==> src/rtl/core/cfnac_pkg.sv <==
// ----------------------------------------------------------------------------
// cfnac_pkg
// Shared types, constants and helpers of the cube-face normal attribute codec.
// ----------------------------------------------------------------------------
package cfnac_pkg;

  localparam int unsigned U_BITS_DEF     = 14;
  localparam int unsigned V_BITS_DEF     = 13;
  localparam int unsigned COMP_WIDTH_DEF = 16;
  localparam int unsigned U_BITS_MAX     = 15;
  localparam int unsigned V_BITS_MAX     = 14;

  // signed face-vector component, wide enough for the largest U/V setting
  localparam int unsigned VEC_W = U_BITS_MAX + V_BITS_MAX + 1;

  localparam int unsigned QUEUE_DEPTH = 2;

  // Q1.15 normalization: quotient bits and fraction bits
  localparam int unsigned NORM_QBITS = 16;
  localparam int unsigned NORM_FRAC  = 15;
  localparam logic [15:0] NORM_SAT   = 16'h7FFF;
  localparam logic [7:0]  BYTE_MAX   = 8'hFF;

  typedef enum logic {
    MODE_ENCODE = 1'b0,
    MODE_DECODE = 1'b1
  } mode_e;

  typedef enum logic [1:0] {
    AXIS_X   = 2'd0,
    AXIS_Y   = 2'd1,
    AXIS_Z   = 2'd2,
    AXIS_BAD = 2'd3
  } axis_e;

  typedef struct packed {
    logic               mode;
    logic signed [15:0] normal_x_in;
    logic signed [15:0] normal_y_in;
    logic signed [15:0] normal_z_in;
    logic signed [15:0] red_in;
    logic signed [15:0] green_in;
    logic signed [15:0] blue_in;
    logic [2:0]         face_code_in;
    logic [13:0]        u_code_in;
    logic [12:0]        v_code_in;
  } cfnac_in_t;

  typedef struct packed {
    logic [2:0]         face_code_out;
    logic [13:0]        u_code_out;
    logic [12:0]        v_code_out;
    logic [7:0]         red_out;
    logic [7:0]         green_out;
    logic [7:0]         blue_out;
    logic [7:0]         alpha_out;
    logic signed [15:0] normal_x_out;
    logic signed [15:0] normal_y_out;
    logic signed [15:0] normal_z_out;
    logic               face_error;
  } cfnac_out_t;

  // Classified request. Encode: c0 = dominant magnitude, c1/c2 = face comps.
  // Decode: c0..c2 = unnormalized face vector.
  typedef struct packed {
    logic                    dec;
    logic                    err;
    logic                    zero;
    logic [2:0]              face;
    logic [7:0]              red;
    logic [7:0]              green;
    logic [7:0]              blue;
    logic signed [VEC_W-1:0] c0;
    logic signed [VEC_W-1:0] c1;
    logic signed [VEC_W-1:0] c2;
  } cfnac_item_t;

  // Q4.12 channel to saturated byte: (c * 255) >> 12, clamped
  function automatic logic [7:0] color_byte(input logic signed [15:0] c);
    logic [23:0] prod;
    logic [11:0] q;
    begin
      prod = ({9'd0, c[14:0]} << 8) - {9'd0, c[14:0]};
      q    = prod[23:12];
      if (c[15]) begin
        color_byte = '0;
      end else if (q > 12'(BYTE_MAX)) begin
        color_byte = BYTE_MAX;
      end else begin
        color_byte = q[7:0];
      end
    end
  endfunction

endpackage

==> src/rtl/core/cfnac_queue.sv <==
// ----------------------------------------------------------------------------
// cfnac_queue
// Short FIFO between the classify front and the arithmetic back.
// ----------------------------------------------------------------------------
module cfnac_queue import cfnac_pkg::*; (
  input  logic        clk_i,
  input  logic        rst_ni,
  input  logic        in_valid_i,
  output logic        in_ready_o,
  input  cfnac_item_t item_i,
  output logic        out_valid_o,
  input  logic        out_ready_i,
  output cfnac_item_t item_o
);

  localparam int unsigned PW   = (QUEUE_DEPTH > 1) ? $clog2(QUEUE_DEPTH) : 1;
  localparam int unsigned CNTW = $clog2(QUEUE_DEPTH + 1);

  cfnac_item_t     mem_q [QUEUE_DEPTH];
  logic [PW-1:0]   wr_ptr_q, rd_ptr_q;
  logic [CNTW-1:0] count_q;
  logic            push, pop;

  assign in_ready_o  = (count_q != CNTW'(QUEUE_DEPTH));
  assign out_valid_o = (count_q != '0);
  assign item_o      = mem_q[rd_ptr_q];
  assign push        = in_valid_i && in_ready_o;
  assign pop         = out_valid_o && out_ready_i;

  always_ff @(posedge clk_i or negedge rst_ni) begin
    if (!rst_ni) begin
      wr_ptr_q <= '0;
      rd_ptr_q <= '0;
      count_q  <= '0;
    end else begin
      if (push) begin
        wr_ptr_q <= (wr_ptr_q == PW'(QUEUE_DEPTH - 1)) ? '0 : wr_ptr_q + 1'b1;
      end
      if (pop) begin
        rd_ptr_q <= (rd_ptr_q == PW'(QUEUE_DEPTH - 1)) ? '0 : rd_ptr_q + 1'b1;
      end
      if (push && !pop) begin
        count_q <= count_q + 1'b1;
      end else if (pop && !push) begin
        count_q <= count_q - 1'b1;
      end
    end
  end

  always_ff @(posedge clk_i) begin
    if (push) begin
      mem_q[wr_ptr_q] <= item_i;
    end
  end

endmodule

==> config.mk <==
export PLATFORM = sky130hd
export DESIGN_NAME = cfnac_queue
export DESIGN_NICKNAME = d
export VERILOG_FILES = /design/src/rtl/core/cfnac_pkg.sv /design/src/rtl/core/cfnac_queue.sv
export SDC_FILE = /design/constraint.sdc
export NUM_CORES = 1
export LEC_CHECK = 0
export BUFFER_PORTS_ARGS = -buffer_cell sky130_fd_sc_hd__buf_2
export CAP_MARGIN = 15
export CORE_MARGIN = 2
export CORE_UTILIZATION = 38
export CTS_CLUSTER_SIZE = 24
export DETAILED_ROUTE_END_ITERATION = 16
export PLACE_DENSITY = 0.71
export SETUP_SLACK_MARGIN = 0.4
export SLEW_MARGIN = 20
export SYNTH_ARGS = -nofsm -noshare
export SYNTH_HDL_FRONTEND = slang
export SYNTH_SLANG_ARGS = --single-unit
==> constraint.sdc <==
create_clock -name clk_i -period 9.8 [get_ports clk_i]
set_clock_uncertainty 0.05 [all_clocks]
set_input_delay 0.49 -clock clk_i [delete_from_list [all_inputs] [get_ports clk_i]]
set_output_delay 0.49 -clock clk_i [all_outputs]
set_load 0.01 [all_outputs]
==> reports/qor.yml <==
run_status:
  status: "finished clean"
route:
  dr.pass1.iters: 4
  dr.first_iter.drc_count: 268
  route.vias.total: 4531
  wl_per_cell_um: 17.4
  wirelength_um: 17300
  drc: 0
  ant_nets: 0
  via_per_inst: 4.58
layout:
  drive_above_1_share_pct: 61.1
  nets: 781
  fin_util_pct: 49.7
  area_delta_synth_final_pct: 27.5
  finalNonFillerCells: 990
logic_synthesis:
  synth_fa_ha_area_share_pct: 0.141
  synth_cells: 391
  synth_compound_area_share_pct: 0
  synth_common_cells: "edfxtp_1 (240), mux2_2 (120), buf_6 (9)"
  synth_top_family_by_area: "multiplexers"
  synth-xor-area-share_pct: 0.493
  yosys_warnings: 0
  postSynthAreaPerCell_um2: 22.7
  syn_area_mm2: 0.00888
  synthArstFlopShare_pct: 1.64
  synth.area.top_cells: "edfxtp_1 (81%), mux2_2 (15%), buf_6 (1.1%)"
  muxShareOfSynthArea_pct: 15.2
  ys_seq_area_share_pct: 82.3
  ys_types: 15
  syn-num-nets: 516
  synth_edf_count: 240
  synth.top_cell.area_share_pct: 81.2
  synth-seq-cells: 244
  yosysMostFrequentCell: "edfxtp_1"
  synth_top_area_cell: "edfxtp_1"
  synth-simple-area-share_pct: 0.381
  synth_ff_type: "edfxtp_1"
worst_setup_path:
  path_max_fanout: 61
  crit_path_start: "rd_ptr_q$_DFFE_PN0P_"
  arrival_ns: 2.87
  cp-start-kind: "flop"
  endpoint_kind: "output pin"
  rr_startpoint: "count_q[0]$_DFFE_PN0P_"
  cp_data_required_time_ns: 9.26
  critPathKind: "flop to output pin"
  r2r_cells: 3
grt:
  grtUsageTotal_pct: 13.6
  grt_overflow_total: 0
  grt_pass1_wl_um: 26100
  grt_max_degree: 73
  antenna_found_initial: 0
  grt_pass1_vias: 5005
power_and_ir_drop:
  p_switching_w: 0.000972
  ir_drop_mv: 0.181
  power.internal_w: 0.00246
  power_frac_seq_pct: 44.6
  p_clk_share_pct: 28.9
  p_leak_nw: 4.22
  combPwrFrac_pct: 26.5
  power_density_mw_per_mm2: 303
  switching_share_pct: 28.3
timing:
  hold_violations: 0
  postLayoutSetupSlackWorst_ns: 6.39
  tns_ns: 0
  rsz0062_at_grt: "no"
  slew_headroom_pct: 32.3
  timing.fmax_ghz: 0.293
  period_share_pct: 34.8
  worst_pin_slew_ns: 1.02
  min_period_ns: 3.41
  drv_slew: 0
  setup_viol: 0
  whs_ns: 0.106
placement:
  io_buffers: 245
  place_inst: 940
  place_congestion: 0.711
  place_ws_ns: 6.86
  dp_hpwl_um: 11100
floorplan:
  start_util_pct: 39.0
  die_h_um: 157
  die_x_um: 157
  io-pin-count: 246
  fp.coreArea_mm2: 0.0228
  die-area_mm2: 0.0246
  rows: 55
hold_path:
  hold-path-cell-count: 1
  hold_class: "input port to flop"
  hold_start: "item_i[7]"
clocking:
  cts_resized: 0
  clock_latency_ns: 0.51
  cts.path.max_buffers: 3
  htreeDepth: 1
  cts_made_buffers: 26
  clock_sinks: 244
  cts_tree: "yes"
  cts-root-buf: "clkbuf_16"
  path_clk_slew_ns: 0.06
run:
  drv_cap: 0
path summary, 6_finish.rpt:
| kind | slack (ns) | to |
|---|---|---|
| worst max-delay path | 6.39 | item_o[47] |
| worst min-delay path | 0.11 | mem_q[1][7]$_DFFE_PP_ |
| worst max register to register | 7.16 | mem_q[1][51]$_DFFE_PP_ |
| worst min register to register | 0.48 | count_q[1]$_DFFE_PN0P_ |
| max in group asynchronous | 9.30 | rd_ptr_q$_DFFE_PN0P_ |
| min in group asynchronous | 0.26 | rd_ptr_q$_DFFE_PN0P_ |
through the flow:
step                cell area [um^2]  total power (W)
global route                   11300          0.00361
finish                         11300          0.00343
global placement               10400          0.00244
CTS                            11300          0.00349
floorplan                       8880          0.00216
detailed placement             10400          0.00248
state kept, by name, summed over array words and instances (netlist names):
register	count
mem_q	240
rd_ptr_q	1
count_q	2
wr_ptr_q	1
placed cells by master, fill, tap and decap left out:
cell type and instances:
buf_2 245, edfxtp_1 240, mux2_2 120, clkbuf_16 27, clkinv_1 5, clkinv_2 5
bufinv_16 4, buf_4 4, xnor2_1 3, clkbuf_1 3, clkinv_4 3, dfrtp_1 3
nand2_1 2, xor2_1 2, diode_2 1, nand2b_1 1, inv_1 1, or2_2 1
and3_4 1, nor2_4 1, nor2_1 1, ha_1 1, clkinvlp_4 1, dlygate4sd3_1 1
dfrtp_4 1
power by group through the flow:
stage / sequential, W / clock, W / combinational, W
after floorplan: 0.00152 / 0 / 0.000642
after global placement: 0.00154 / 0 / 0.000902
after detailed placement: 0.00156 / 0 / 0.000922
after CTS: 0.00154 / 0.00102 / 0.000931
after global routing: 0.00156 / 0.00106 / 0.000987
final: 0.00153 / 0.000994 / 0.000908
cells by family after synthesis:
family / after synthesis
xor+xnor: 5
buf+inv: 14
mux: 120
fa+ha+maj: 1
simple gates: 7
flops: 244
layout make-up:
| cell class | count | area, um^2 |
|---|---|---|
| clock inverter | 18 | 198 |
| antenna | 1 | 2.50 |
| inverter | 1 | 3.75 |
| tap | 313 | 392 |
| clock buffer | 30 | 687 |
| sequential | 244 | 7310 |
| fill | 1879 | 11500 |
| multi-input combinational | 133 | 1450 |
| timing repair buffer | 250 | 1270 |
timing repair:
| item | 4_1_cts | 5_1_grt |
|---|---|---|
| setup buffers | 0 | 0 |
| hold endpoints to repair | 4 | 0 |
| hold buffers | 1 | 0 |
critical path, stage by stage (launching register included):
cell and delay, ns:
dfrtp_4 0.96, buf_4 0.73, mux2_2 0.43, buf_2 0.15
routing by layer:
| layer | vias up | routed length (um) | GRT usage (%) | share of wire (%) |
|---|---|---|---|---|
| met3 | 31 | 1480 | 4.10 | 8.6 |
| met5 | - | 0 | 0 | 0 |
| met4 | 0 | 359 | 4.50 | 2.1 |
| met2 | 178 | 8730 | 24.0 | 51 |
| met1 | 2236 | 6710 | 15.6 | 39 |
| li1 | 2086 | - | - | - |
Power figures use the tool's default switching activity.
