==> src/rtl/core/cfnac_pkg.sv <==
// ----------------------------------------------------------------------------
// cfnac_pkg
// Shared types, constants and helpers of the cube-face normal attribute codec.
// ----------------------------------------------------------------------------
package cfnac_pkg;

  localparam int unsigned U_BITS_DEF     = 14;
  localparam int unsigned V_BITS_DEF     = 13;
  localparam int unsigned COMP_WIDTH_DEF = 16;
  localparam int unsigned U_BITS_MAX     = 15;
  localparam int unsigned V_BITS_MAX     = 14;

  // signed face-vector component, wide enough for the largest U/V setting
  localparam int unsigned VEC_W = U_BITS_MAX + V_BITS_MAX + 1;

  localparam int unsigned QUEUE_DEPTH = 2;

  // Q1.15 normalization: quotient bits and fraction bits
  localparam int unsigned NORM_QBITS = 16;
  localparam int unsigned NORM_FRAC  = 15;
  localparam logic [15:0] NORM_SAT   = 16'h7FFF;
  localparam logic [7:0]  BYTE_MAX   = 8'hFF;

  typedef enum logic {
    MODE_ENCODE = 1'b0,
    MODE_DECODE = 1'b1
  } mode_e;

  typedef enum logic [1:0] {
    AXIS_X   = 2'd0,
    AXIS_Y   = 2'd1,
    AXIS_Z   = 2'd2,
    AXIS_BAD = 2'd3
  } axis_e;

  typedef struct packed {
    logic               mode;
    logic signed [15:0] normal_x_in;
    logic signed [15:0] normal_y_in;
    logic signed [15:0] normal_z_in;
    logic signed [15:0] red_in;
    logic signed [15:0] green_in;
    logic signed [15:0] blue_in;
    logic [2:0]         face_code_in;
    logic [13:0]        u_code_in;
    logic [12:0]        v_code_in;
  } cfnac_in_t;

  typedef struct packed {
    logic [2:0]         face_code_out;
    logic [13:0]        u_code_out;
    logic [12:0]        v_code_out;
    logic [7:0]         red_out;
    logic [7:0]         green_out;
    logic [7:0]         blue_out;
    logic [7:0]         alpha_out;
    logic signed [15:0] normal_x_out;
    logic signed [15:0] normal_y_out;
    logic signed [15:0] normal_z_out;
    logic               face_error;
  } cfnac_out_t;

  // Classified request. Encode: c0 = dominant magnitude, c1/c2 = face comps.
  // Decode: c0..c2 = unnormalized face vector.
  typedef struct packed {
    logic                    dec;
    logic                    err;
    logic                    zero;
    logic [2:0]              face;
    logic [7:0]              red;
    logic [7:0]              green;
    logic [7:0]              blue;
    logic signed [VEC_W-1:0] c0;
    logic signed [VEC_W-1:0] c1;
    logic signed [VEC_W-1:0] c2;
  } cfnac_item_t;

  // Q4.12 channel to saturated byte: (c * 255) >> 12, clamped
  function automatic logic [7:0] color_byte(input logic signed [15:0] c);
    logic [23:0] prod;
    logic [11:0] q;
    begin
      prod = ({9'd0, c[14:0]} << 8) - {9'd0, c[14:0]};
      q    = prod[23:12];
      if (c[15]) begin
        color_byte = '0;
      end else if (q > 12'(BYTE_MAX)) begin
        color_byte = BYTE_MAX;
      end else begin
        color_byte = q[7:0];
      end
    end
  endfunction

endpackage

==> src/rtl/core/cfnac_front.sv <==
// ----------------------------------------------------------------------------
// cfnac_front
// Accepts requests, picks the dominant axis (encode) or builds the face vector
// (decode), and on encode converts the color channels. One register stage.
// ----------------------------------------------------------------------------
module cfnac_front import cfnac_pkg::*; #(
  parameter int unsigned U_BITS     = U_BITS_DEF,
  parameter int unsigned V_BITS     = V_BITS_DEF,
  parameter int unsigned COMP_WIDTH = COMP_WIDTH_DEF
) (
  input  logic        clk_i,
  input  logic        rst_ni,
  input  logic        in_valid_i,
  output logic        in_ready_o,
  input  cfnac_in_t   in_req_i,
  output logic        item_valid_o,
  input  logic        item_ready_i,
  output cfnac_item_t item_o
);

  localparam int unsigned CW = COMP_WIDTH;
  localparam int unsigned MW = U_BITS + V_BITS;
  localparam logic [U_BITS-1:0] UMAX  = '1;
  localparam logic [V_BITS-1:0] VMAX  = '1;
  localparam logic [MW-1:0]     MAJOR = MW'(UMAX) * MW'(VMAX);

  logic               valid_q;
  cfnac_item_t        item_q, item_d;

  logic signed [CW:0] nx, ny, nz, ea, eb;
  logic [CW:0]        ax, ay, az, m;
  axis_e              eaxis, daxis;
  logic               eneg;

  logic [U_BITS-1:0]           uc;
  logic [V_BITS-1:0]           vc;
  logic signed [U_BITS+1:0]    tu;
  logic signed [V_BITS+1:0]    tv;
  logic signed [MW+2:0]        uu, vv;
  logic signed [VEC_W-1:0]     major;

  assign in_ready_o   = !valid_q || item_ready_i;
  assign item_valid_o = valid_q;
  assign item_o       = item_q;

  always_comb begin
    // low COMP_WIDTH bits, read as two's complement
    nx = (CW+1)'(signed'(CW'($unsigned(in_req_i.normal_x_in))));
    ny = (CW+1)'(signed'(CW'($unsigned(in_req_i.normal_y_in))));
    nz = (CW+1)'(signed'(CW'($unsigned(in_req_i.normal_z_in))));
    ax = nx[CW] ? $unsigned(-nx) : $unsigned(nx);
    ay = ny[CW] ? $unsigned(-ny) : $unsigned(ny);
    az = nz[CW] ? $unsigned(-nz) : $unsigned(nz);

    // ties go to X, then Y
    if (ax >= ay && ax >= az) begin
      eaxis = AXIS_X; m = ax; ea = ny; eb = nz; eneg = nx[CW];
    end else if (ay >= az) begin
      eaxis = AXIS_Y; m = ay; ea = nx; eb = nz; eneg = ny[CW];
    end else begin
      eaxis = AXIS_Z; m = az; ea = nx; eb = ny; eneg = nz[CW];
    end

    uc    = U_BITS'(in_req_i.u_code_in);
    vc    = V_BITS'(in_req_i.v_code_in);
    tu    = signed'({1'b0, uc, 1'b0}) - signed'({2'b00, UMAX});
    tv    = signed'({1'b0, vc, 1'b0}) - signed'({2'b00, VMAX});
    uu    = tu * signed'({1'b0, VMAX});
    vv    = tv * signed'({1'b0, UMAX});
    major = VEC_W'(signed'({1'b0, MAJOR}));
    if (in_req_i.face_code_in[0]) begin
      major = -major;
    end
    daxis = axis_e'(in_req_i.face_code_in[2:1]);

    item_d = '0;
    if (in_req_i.mode == MODE_DECODE) begin
      item_d.dec = 1'b1;
      case (daxis)
        AXIS_X: begin
          item_d.c0 = major; item_d.c1 = VEC_W'(uu); item_d.c2 = VEC_W'(vv);
        end
        AXIS_Y: begin
          item_d.c0 = VEC_W'(uu); item_d.c1 = major; item_d.c2 = VEC_W'(vv);
        end
        AXIS_Z: begin
          item_d.c0 = VEC_W'(uu); item_d.c1 = VEC_W'(vv); item_d.c2 = major;
        end
        default: begin
          item_d.err = 1'b1;
        end
      endcase
    end else begin
      item_d.face  = {eaxis, eneg};
      item_d.zero  = (m == '0);
      item_d.red   = color_byte(in_req_i.red_in);
      item_d.green = color_byte(in_req_i.green_in);
      item_d.blue  = color_byte(in_req_i.blue_in);
      item_d.c0    = VEC_W'(m);
      item_d.c1    = VEC_W'(ea);
      item_d.c2    = VEC_W'(eb);
    end
  end

  always_ff @(posedge clk_i or negedge rst_ni) begin
    if (!rst_ni) begin
      valid_q <= 1'b0;
    end else if (in_ready_o) begin
      valid_q <= in_valid_i;
    end
  end

  always_ff @(posedge clk_i) begin
    if (in_valid_i && in_ready_o) begin
      item_q <= item_d;
    end
  end

endmodule

==> config.mk <==
export PLATFORM = sky130hd
export DESIGN_NAME = cfnac_front
export DESIGN_NICKNAME = d
export VERILOG_FILES = /design/src/rtl/core/cfnac_pkg.sv /design/src/rtl/core/cfnac_front.sv
export SDC_FILE = /design/constraint.sdc
export NUM_CORES = 1
export LEC_CHECK = 0
export BUFFER_PORTS_ARGS = -buffer_cell sky130_fd_sc_hd__buf_4
export CORE_MARGIN = 2
export CORE_UTILIZATION = 40
export DETAILED_ROUTE_END_ITERATION = 10
export GPL_ROUTABILITY_DRIVEN = 1
export PLACE_DENSITY = 0.6
export REMOVE_ABC_BUFFERS = 1
export SLEW_MARGIN = 20
export SYNTH_ARGS = -nofsm -noshare
export SYNTH_HDL_FRONTEND = slang
export SYNTH_SLANG_ARGS = --single-unit
==> constraint.sdc <==
create_clock -name clk_i -period 5.12 [get_ports clk_i]
set_clock_uncertainty 0.15 [all_clocks]
set_input_delay 1.024 -clock clk_i [delete_from_list [all_inputs] [get_ports clk_i]]
set_output_delay 1.024 -clock clk_i [all_outputs]
set_load 0.005 [all_outputs]
==> impl_metrics.csv, run 1 <==
group,metric,value,unit
sta,grt_setup_unrepaired,"yes",
routing,routedWlPerCell,19.3,µm
clock_tree,clock_latency,470,ps
critical_path,worstPathRequired,5270,ps
clock_tree,clock_sinks,121,
global_routing,grt_pass1_vias,19981,
critical_path,crit_family,"adder cells",
clock_tree,cts-buffers-inserted,17,
layout,final_core_util,59.6,%
die,die_w,232,µm
clock_tree,cts_root_buffer,"clkbuf_16",
critical_path,cp.arrival,6630,ps
sta,min_period,6480,ps
die,io_pins,253,
synthesis,ys.flop_type,"edfxtp_1",
synthesis,ys_async_sr_fraction,0.826,%
synthesis,ys_ff_latch,121,
routing,postRouteAntennaNets,0,
critical_path,worstPathBufferInverterCount,6,
die,fp.dieH,232,µm
layout,areaGrowthSynthToFinish,47.4,%
worst_hold_path,hold_class,"in2async",
critical_path,critPathMaxStageDelay,620,ps
critical_path,cp-end-kind,"flip-flop",
routing,routed_wl,70400,µm
clock_tree,ctsHoldBuffers,0,
synthesis,syn_inst,2225,
layout,final-seq-area,3630,µm²
die,start_util,40.4,%
synthesis,synth.avg_cell_area,9.32,µm²
global_routing,track_usage,26.2,%
synthesis,synthDistinctLibCells,86,
sta,finalMaxSlewViolations,0,
die,die-area,53700,µm²
placed_design,place_hpwl,56100,µm
sta,setup_ws,-1360,ps
synthesis,syn-cell-area,20700,µm²
critical_path,worstSetupPathType,"in2reg",
global_routing,grt_max_degree,81,
sta,tightestPinTransition,922,ps
sta,finalHoldViolations,0,
synthesis,synth_edf_count,120,
layout,finalNetCount,3585,
sta,slew_headroom,38.5,%
critical_path,startpoint_type,"input pin",
synthesis,yosysWarnings,0,
global_routing,antenna_found_initial,0,
placed_design,place.port_buffers,252,
critical_path,cp_max_fo,3,
routing,vias,19305,
clock_tree,clk_pin_slew,70,ps
routing,via_per_inst,5.28,
outcome,outcome,"finished, violations left",
layout,layout-drive-gt1-share,42.8,%
sta,fmax,154,MHz
routing,drt-initial-drc-count,1308,
routing,drc,0,
outcome,failed_checks,"setup timing",
placed_design,post-place-ws,-2040,ps
job,drv_cap,0,
global_routing,grt_pass1_wl,109000,µm
sta,finalCritPeriodShare,127,%
critical_path,path_cells,"buf_8 > clkinvlp_4 > fa_1 > inv_2 > buf_6 > fa_1 > fa_2 > fa_2 > fa_2 > fa_1 > ha_4 > nand3_4 > buf_4 > nor4b_4 > a2111o_1 > a21oi_2 > o31ai_2 > xor2_2 > buf_4 > a21oi_1 > a211oi_1",
synthesis,seq_area_frac_synth,17.5,%
layout,fillerInstances,4382,
die,fp.coreArea,51300,µm²
placed_design,gp_congestion,0.989,
global_routing,grt.overflow.total,0,
sta,setup_viol,68,
die,rows,83,
clock_tree,cts_tree,"done",
routing,drt-pass1-iter-count,6,
layout,num_antenna_cells,0,
clock_tree,cts_max_path_buffers,2,
critical_path,crit_slowest_cell,"fa_1",
clock_tree,htreeDepth,4,
layout,multi_input_area,17800,µm²
cell type report:
cell class / instances / share of cell area (%)
clock buffers: 17 / 1.39
flip-flops and latches: 121 / 11.9
repair buffers: 791 / 20.5
inverters: 385 / 4.83
clock inverters: 14 / 0.483
multi-input cells: 1649 / 58.1
well taps: 680 / 2.78
worst paths after layout:
check / from / to / slack, ps / depth (start not counted)
setup / recovery: in_req_i[18] / item_o[88]$_SDFFCE_PN0P_ / -1360 / 21
hold / removal: rst_ni / item_valid_o$_DFFE_PN0N_ / 160 / 1
setup reg to reg: item_valid_o$_DFFE_PN0N_ / item_o[21]$_DFFE_PP_ / 2920 / 3
hold reg to reg: item_valid_o$_DFFE_PN0N_ / item_valid_o$_DFFE_PN0N_ / 400 / 2
max in group asynchronous: rst_ni / item_valid_o$_DFFE_PN0N_ / 4580 / 1
min in group clk_i: item_valid_o$_DFFE_PN0N_ / item_valid_o$_DFFE_PN0N_ / 400 / 2
logic make-up (layout without fill, tap and decap cells):
kind of cell / after synthesis / in the layout / share of synthesized area (%)
buffers and inverters: 459 / 1207 / 8.34
xor gates and xnor gates: 162 / 162 / 6.88
muxes: 49 / 49 / 2.40
adders and majority gates: 493 / 493 / 38.3
AOI/OAI and AO/OA: 537 / 537 / 16.6
DFF: 121 / 121 / 17.5
other: 2 / 6 / 0.0362
and+or+nand+nor: 402 / 402 / 9.89
synth_stat cells, types with 5 or more instances:
cell type / count / area share (%)
a41oi_1: 6 / 0.25
a2111oi_0: 6 / 0.25
o211ai_1: 12 / 0.43
nor3_1: 29 / 0.70
nor2_1: 100 / 1.8
inv_1: 381 / 6.9
buf_1: 8 / 0.14
ha_1: 251 / 15
o22ai_1: 8 / 0.24
o21ai_0: 82 / 2.0
or2_2: 30 / 0.91
o21a_1: 14 / 0.51
clkbuf_1: 61 / 1.1
nand4_1: 14 / 0.42
xor2_1: 65 / 2.7
a221o_1: 5 / 0.24
a21boi_0: 5 / 0.18
a211oi_1: 30 / 1.1
mux2i_1: 44 / 2.1
nand2b_1: 15 / 0.45
a31oi_1: 27 / 0.81
o21ai_1: 39 / 0.94
nor4_1: 12 / 0.36
o311ai_0: 12 / 0.51
nand3_1: 18 / 0.43
a21o_1: 54 / 2.0
xnor2_1: 96 / 4.1
and2_1: 14 / 0.42
o31ai_1: 13 / 0.47
nand2_1: 108 / 2.0
o21bai_1: 8 / 0.29
edfxtp_1: 120 / 17
a221oi_1: 5 / 0.21
a21oi_1: 160 / 3.9
and3_1: 15 / 0.45
or3_1: 14 / 0.42
nor2b_1: 6 / 0.18
buf_2: 5 / 0.12
fa_1: 238 / 23
repair_timing:
| item | 4_1_cts | 5_1_grt |
|---|---|---|
| gates resized for setup | 319 | 271 |
| setup endpoints to repair | 81 | 92 |
| gates cloned | 0 | 1 |
| setup buffers | 46 | 50 |
| pin swaps | 209 | 169 |
layer usage:
metal | vias up | wire, µm | track usage, %
met3 | 91 | 4290 | 3.48
met2 | 612 | 34600 | 44.9
li1 | 9078 | - | -
met4 | 0 | 1650 | 6.65
met5 | - | 0 | 0
met1 | 9524 | 29900 | 34.9
through the flow:
| step | TNS (ps) | hold WS [ps] | area (µm²) | instances |
|---|---|---|---|---|
| floorplan | -103530 | 387 | 20500 | 2155 |
| global placement | -122600 | 363 | 26700 | 3548 |
| detailed placement | -128510 | 386 | 26700 | 3548 |
| CTS | -66900 | 124 | 29000 | 3619 |
| global route | -81830 | 138 | 30600 | 3657 |
| finish | -69800 | 159 | 30600 | 3657 |
placed cells by master (no fill, tap or decap), types with 20 or more instances in the layout:
cell type  instances
a21o_1            54
a21oi_1          107
a21oi_2           46
buf_4            722
buf_6             57
edfxtp_1         120
fa_1             210
fa_2              28
ha_1             211
ha_4              36
inv_1            312
inv_2             63
mux2i_1           35
nand2_1           92
nor2_1            88
nor3_1            26
o21ai_0           48
o21ai_1           49
o21ai_2           23
or2_2             28
xnor2_1           70
xnor2_2           20
xor2_1            46
sequential cells by signal, indices dropped and copies added, names as in the netlist:
name,count
item_valid_o,1
item_o,120
Power of run 1 is not shown: default switching activity piles up to over one toggle a cycle in this logic, so the estimate is an artifact.
==> inputs of run 2 (changes only) <==
- ABC_AREA: default -> 1
==> impl_metrics.csv, run 2 <==
group,metric,value,unit
critical_path,worstPathRequired,5180,ps
layout,num_antenna_cells,0,
critical_path,cp_max_fo,5,
clock_tree,cts_max_path_buffers,2,
critical_path,worstPathBufferInverterCount,9,
global_routing,grt_max_degree,76,
clock_tree,clock_sinks,121,
outcome,failed_checks,"setup timing",
outcome,outcome,"finished, violations left",
global_routing,grt_pass1_wl,118000,µm
global_routing,grt-busiest-layer,"met2",
die,rows,85,
critical_path,critPathMaxStageDelay,630,ps
synthesis,synth_edf_count,120,
layout,stdcell_count,4197,
clock_tree,cts_tree,"done",
synthesis,syn-cell-area,21900,µm²
clock_tree,cts_root_buffer,"clkbuf_16",
sta,grt_setup_unrepaired,"yes",
critical_path,crit_family,"adder cells",
clock_tree,cts-buffers-inserted,17,
synthesis,ys.flop_type,"edfxtp_1",
layout,layout-drive-gt1-share,37.2,%
routing,postRouteAntennaNets,0,
global_routing,antenna_found_initial,0,
critical_path,crit_path_frequent_cell,"nand2_1",
routing,routed_wl,78300,µm
critical_path,crit_slowest_cell,"fa_2",
clock_tree,clk_pin_slew,70,ps
routing,vias,21602,
placed_design,place.port_buffers,252,
sta,hold_ws,189,ps
critical_path,cp-end-kind,"flip-flop",
clock_tree,ctsHoldBuffers,0,
synthesis,seq_area_frac_synth,16.6,%
layout,mostFrequentLayoutCell,"buf_4",
die,die-area,56500,µm²
die,start_util,40.5,%
global_routing,gr-usage-met1,34.4,%
die,die_w,238,µm
layout,final_core_util,58.8,%
synthesis,synth.avg_cell_area,7.71,µm²
routing,drt-initial-drc-count,1399,
synthesis,yosysWarnings,0,
die,fp.coreArea,53900,µm²
layout,largest_reg_flops,120,
critical_path,cp.arrival,6180,ps
synthesis,synth_top_cell_by_area,"fa_1",
critical_path,startpoint_type,"input pin",
sta,fmax,164,MHz
clock_tree,clock_latency,440,ps
routing,drc,0,
worst_hold_path,hold_class,"in2async",
synthesis,synthTopCellsByCount,"nand2_1 (631), inv_1 (546), ha_1 (251), fa_1 (238), nor2_1 (190)",
routing,routedWlPerCell,18.7,µm
layout,areaGrowthSynthToFinish,44.9,%
die,io_pins,253,
sta,slew_headroom,23.9,%
critical_path,worstSetupPathType,"in2reg",
synthesis,syn_inst,2835,
synthesis,ys_ff_latch,121,
placed_design,post-place-ws,-1800,ps
global_routing,grt.met3_usage,3.88,%
sta,finalMaxSlewViolations,0,
synthesis,synthTopCellsByArea,"fa_1 (22%), edfxtp_1 (16%), ha_1 (14%), nand2_1 (11%), inv_1 (9.4%)",
sta,setup_viol,67,
placed_design,place_hpwl,63200,µm
synthesis,synth_top_cell_area_share,21.8,%
clock_tree,htreeDepth,4,
global_routing,track_usage,27.1,%
sta,finalHoldViolations,0,
placed_design,placed_cells_incl_taps,4084,
die,fp.dieH,238,µm
placed_design,gp_congestion,0.968,
global_routing,grt_pass1_vias,21961,
sta,setup_ws,-995,ps
routing,drt-pass1-iter-count,5,
sta,finalCritPeriodShare,119,%
global_routing,grt.overflow.total,0,
layout,finalNetCount,4108,
sta,tightestPinTransition,1140,ps
synthesis,synth.most_common_cell,"nand2_1",
job,drv_cap,0,
global_routing,grt_use_met2,47.1,%
layout,final_cell_mix,"buf_4 (608), nand2_1 (538), inv_1 (463), fa_1 (210), ha_1 (193)",
synthesis,synthDistinctLibCells,60,
routing,via_per_inst,5.15,
synthesis,ys_async_sr_fraction,0.826,%
sta,min_period,6110,ps
run 2: changes by cell type after synthesis, sizes merged, moves of 28 or more:
| cell | change |
|---|---|
| nand2 | +532 |
| inv | +167 |
| nand3 | +146 |
| nor2 | +96 |
| mux2i | -44 |
| xnor2 | -42 |
| a21o | -36 |
| clkbuf | -32 |
| a211oi | -28 |
run 2: what timing repair did:
action                                  in CTS  in global routing
resized for setup                          504                284
pin swaps                                  208                206
hold endpoints to repair                     0                  0
buffers inserted                            51                 41
endpoints found under the setup margin      70                 71
run 2: metal layers:
metal	routed length, µm	up-vias
met4	2830	0
met5	0	-
met3	4670	165
met2	38100	753
li1	-	10321
met1	32700	10363
run 2: cell families after synthesis:
logic type,count (synthesis),synth area share (%)
AOI/OAI and AO/OA,361,9.31
xor gates and xnor gates,130,5.21
adders and majority gates,489,36.2
buffers and inverters,607,10.7
DFF,121,16.6
other,2,0.0343
and+or+nand+nor,1125,22.0
run 2: final timing paths:
kind                                               start  cells past startpoint  slack (ps)                        to
worst min register to register  item_valid_o$_DFFE_PN0N_                      2         470  item_valid_o$_DFFE_PN0N_
worst max register to register  item_valid_o$_DFFE_PN0N_                      2        3070      item_o[43]$_DFFE_PP_
worst min-delay path                              rst_ni                      1         190  item_valid_o$_DFFE_PN0N_
worst max-delay path                        in_req_i[19]                     27        -990      item_o[51]$_DFFE_PP_
min in group clk_i              item_valid_o$_DFFE_PN0N_                      2         470  item_valid_o$_DFFE_PN0N_
max in group asynchronous                         rst_ni                      1        4550  item_valid_o$_DFFE_PN0N_
run 2: cell type report:
type	count	area, µm²
Sequential cell	121	3630
Clock inverter	14	161
Multi-Input combinational cell	2111	19000
Timing Repair Buffer	686	5510
Clock buffer	18	429
Tap cell	696	871
Fill cell	4715	22200
Inverter	551	2120
run 2: metrics by stage:
stage               setup TNS (ps)  area [µm²]
floorplan                  -376960       21600
global placement            -95160       27100
detailed placement          -97820       27100
CTS                         -43660       30200
global route                -60190       31700
finish                      -49340       31700
Power of run 2 is left out for the same reason.
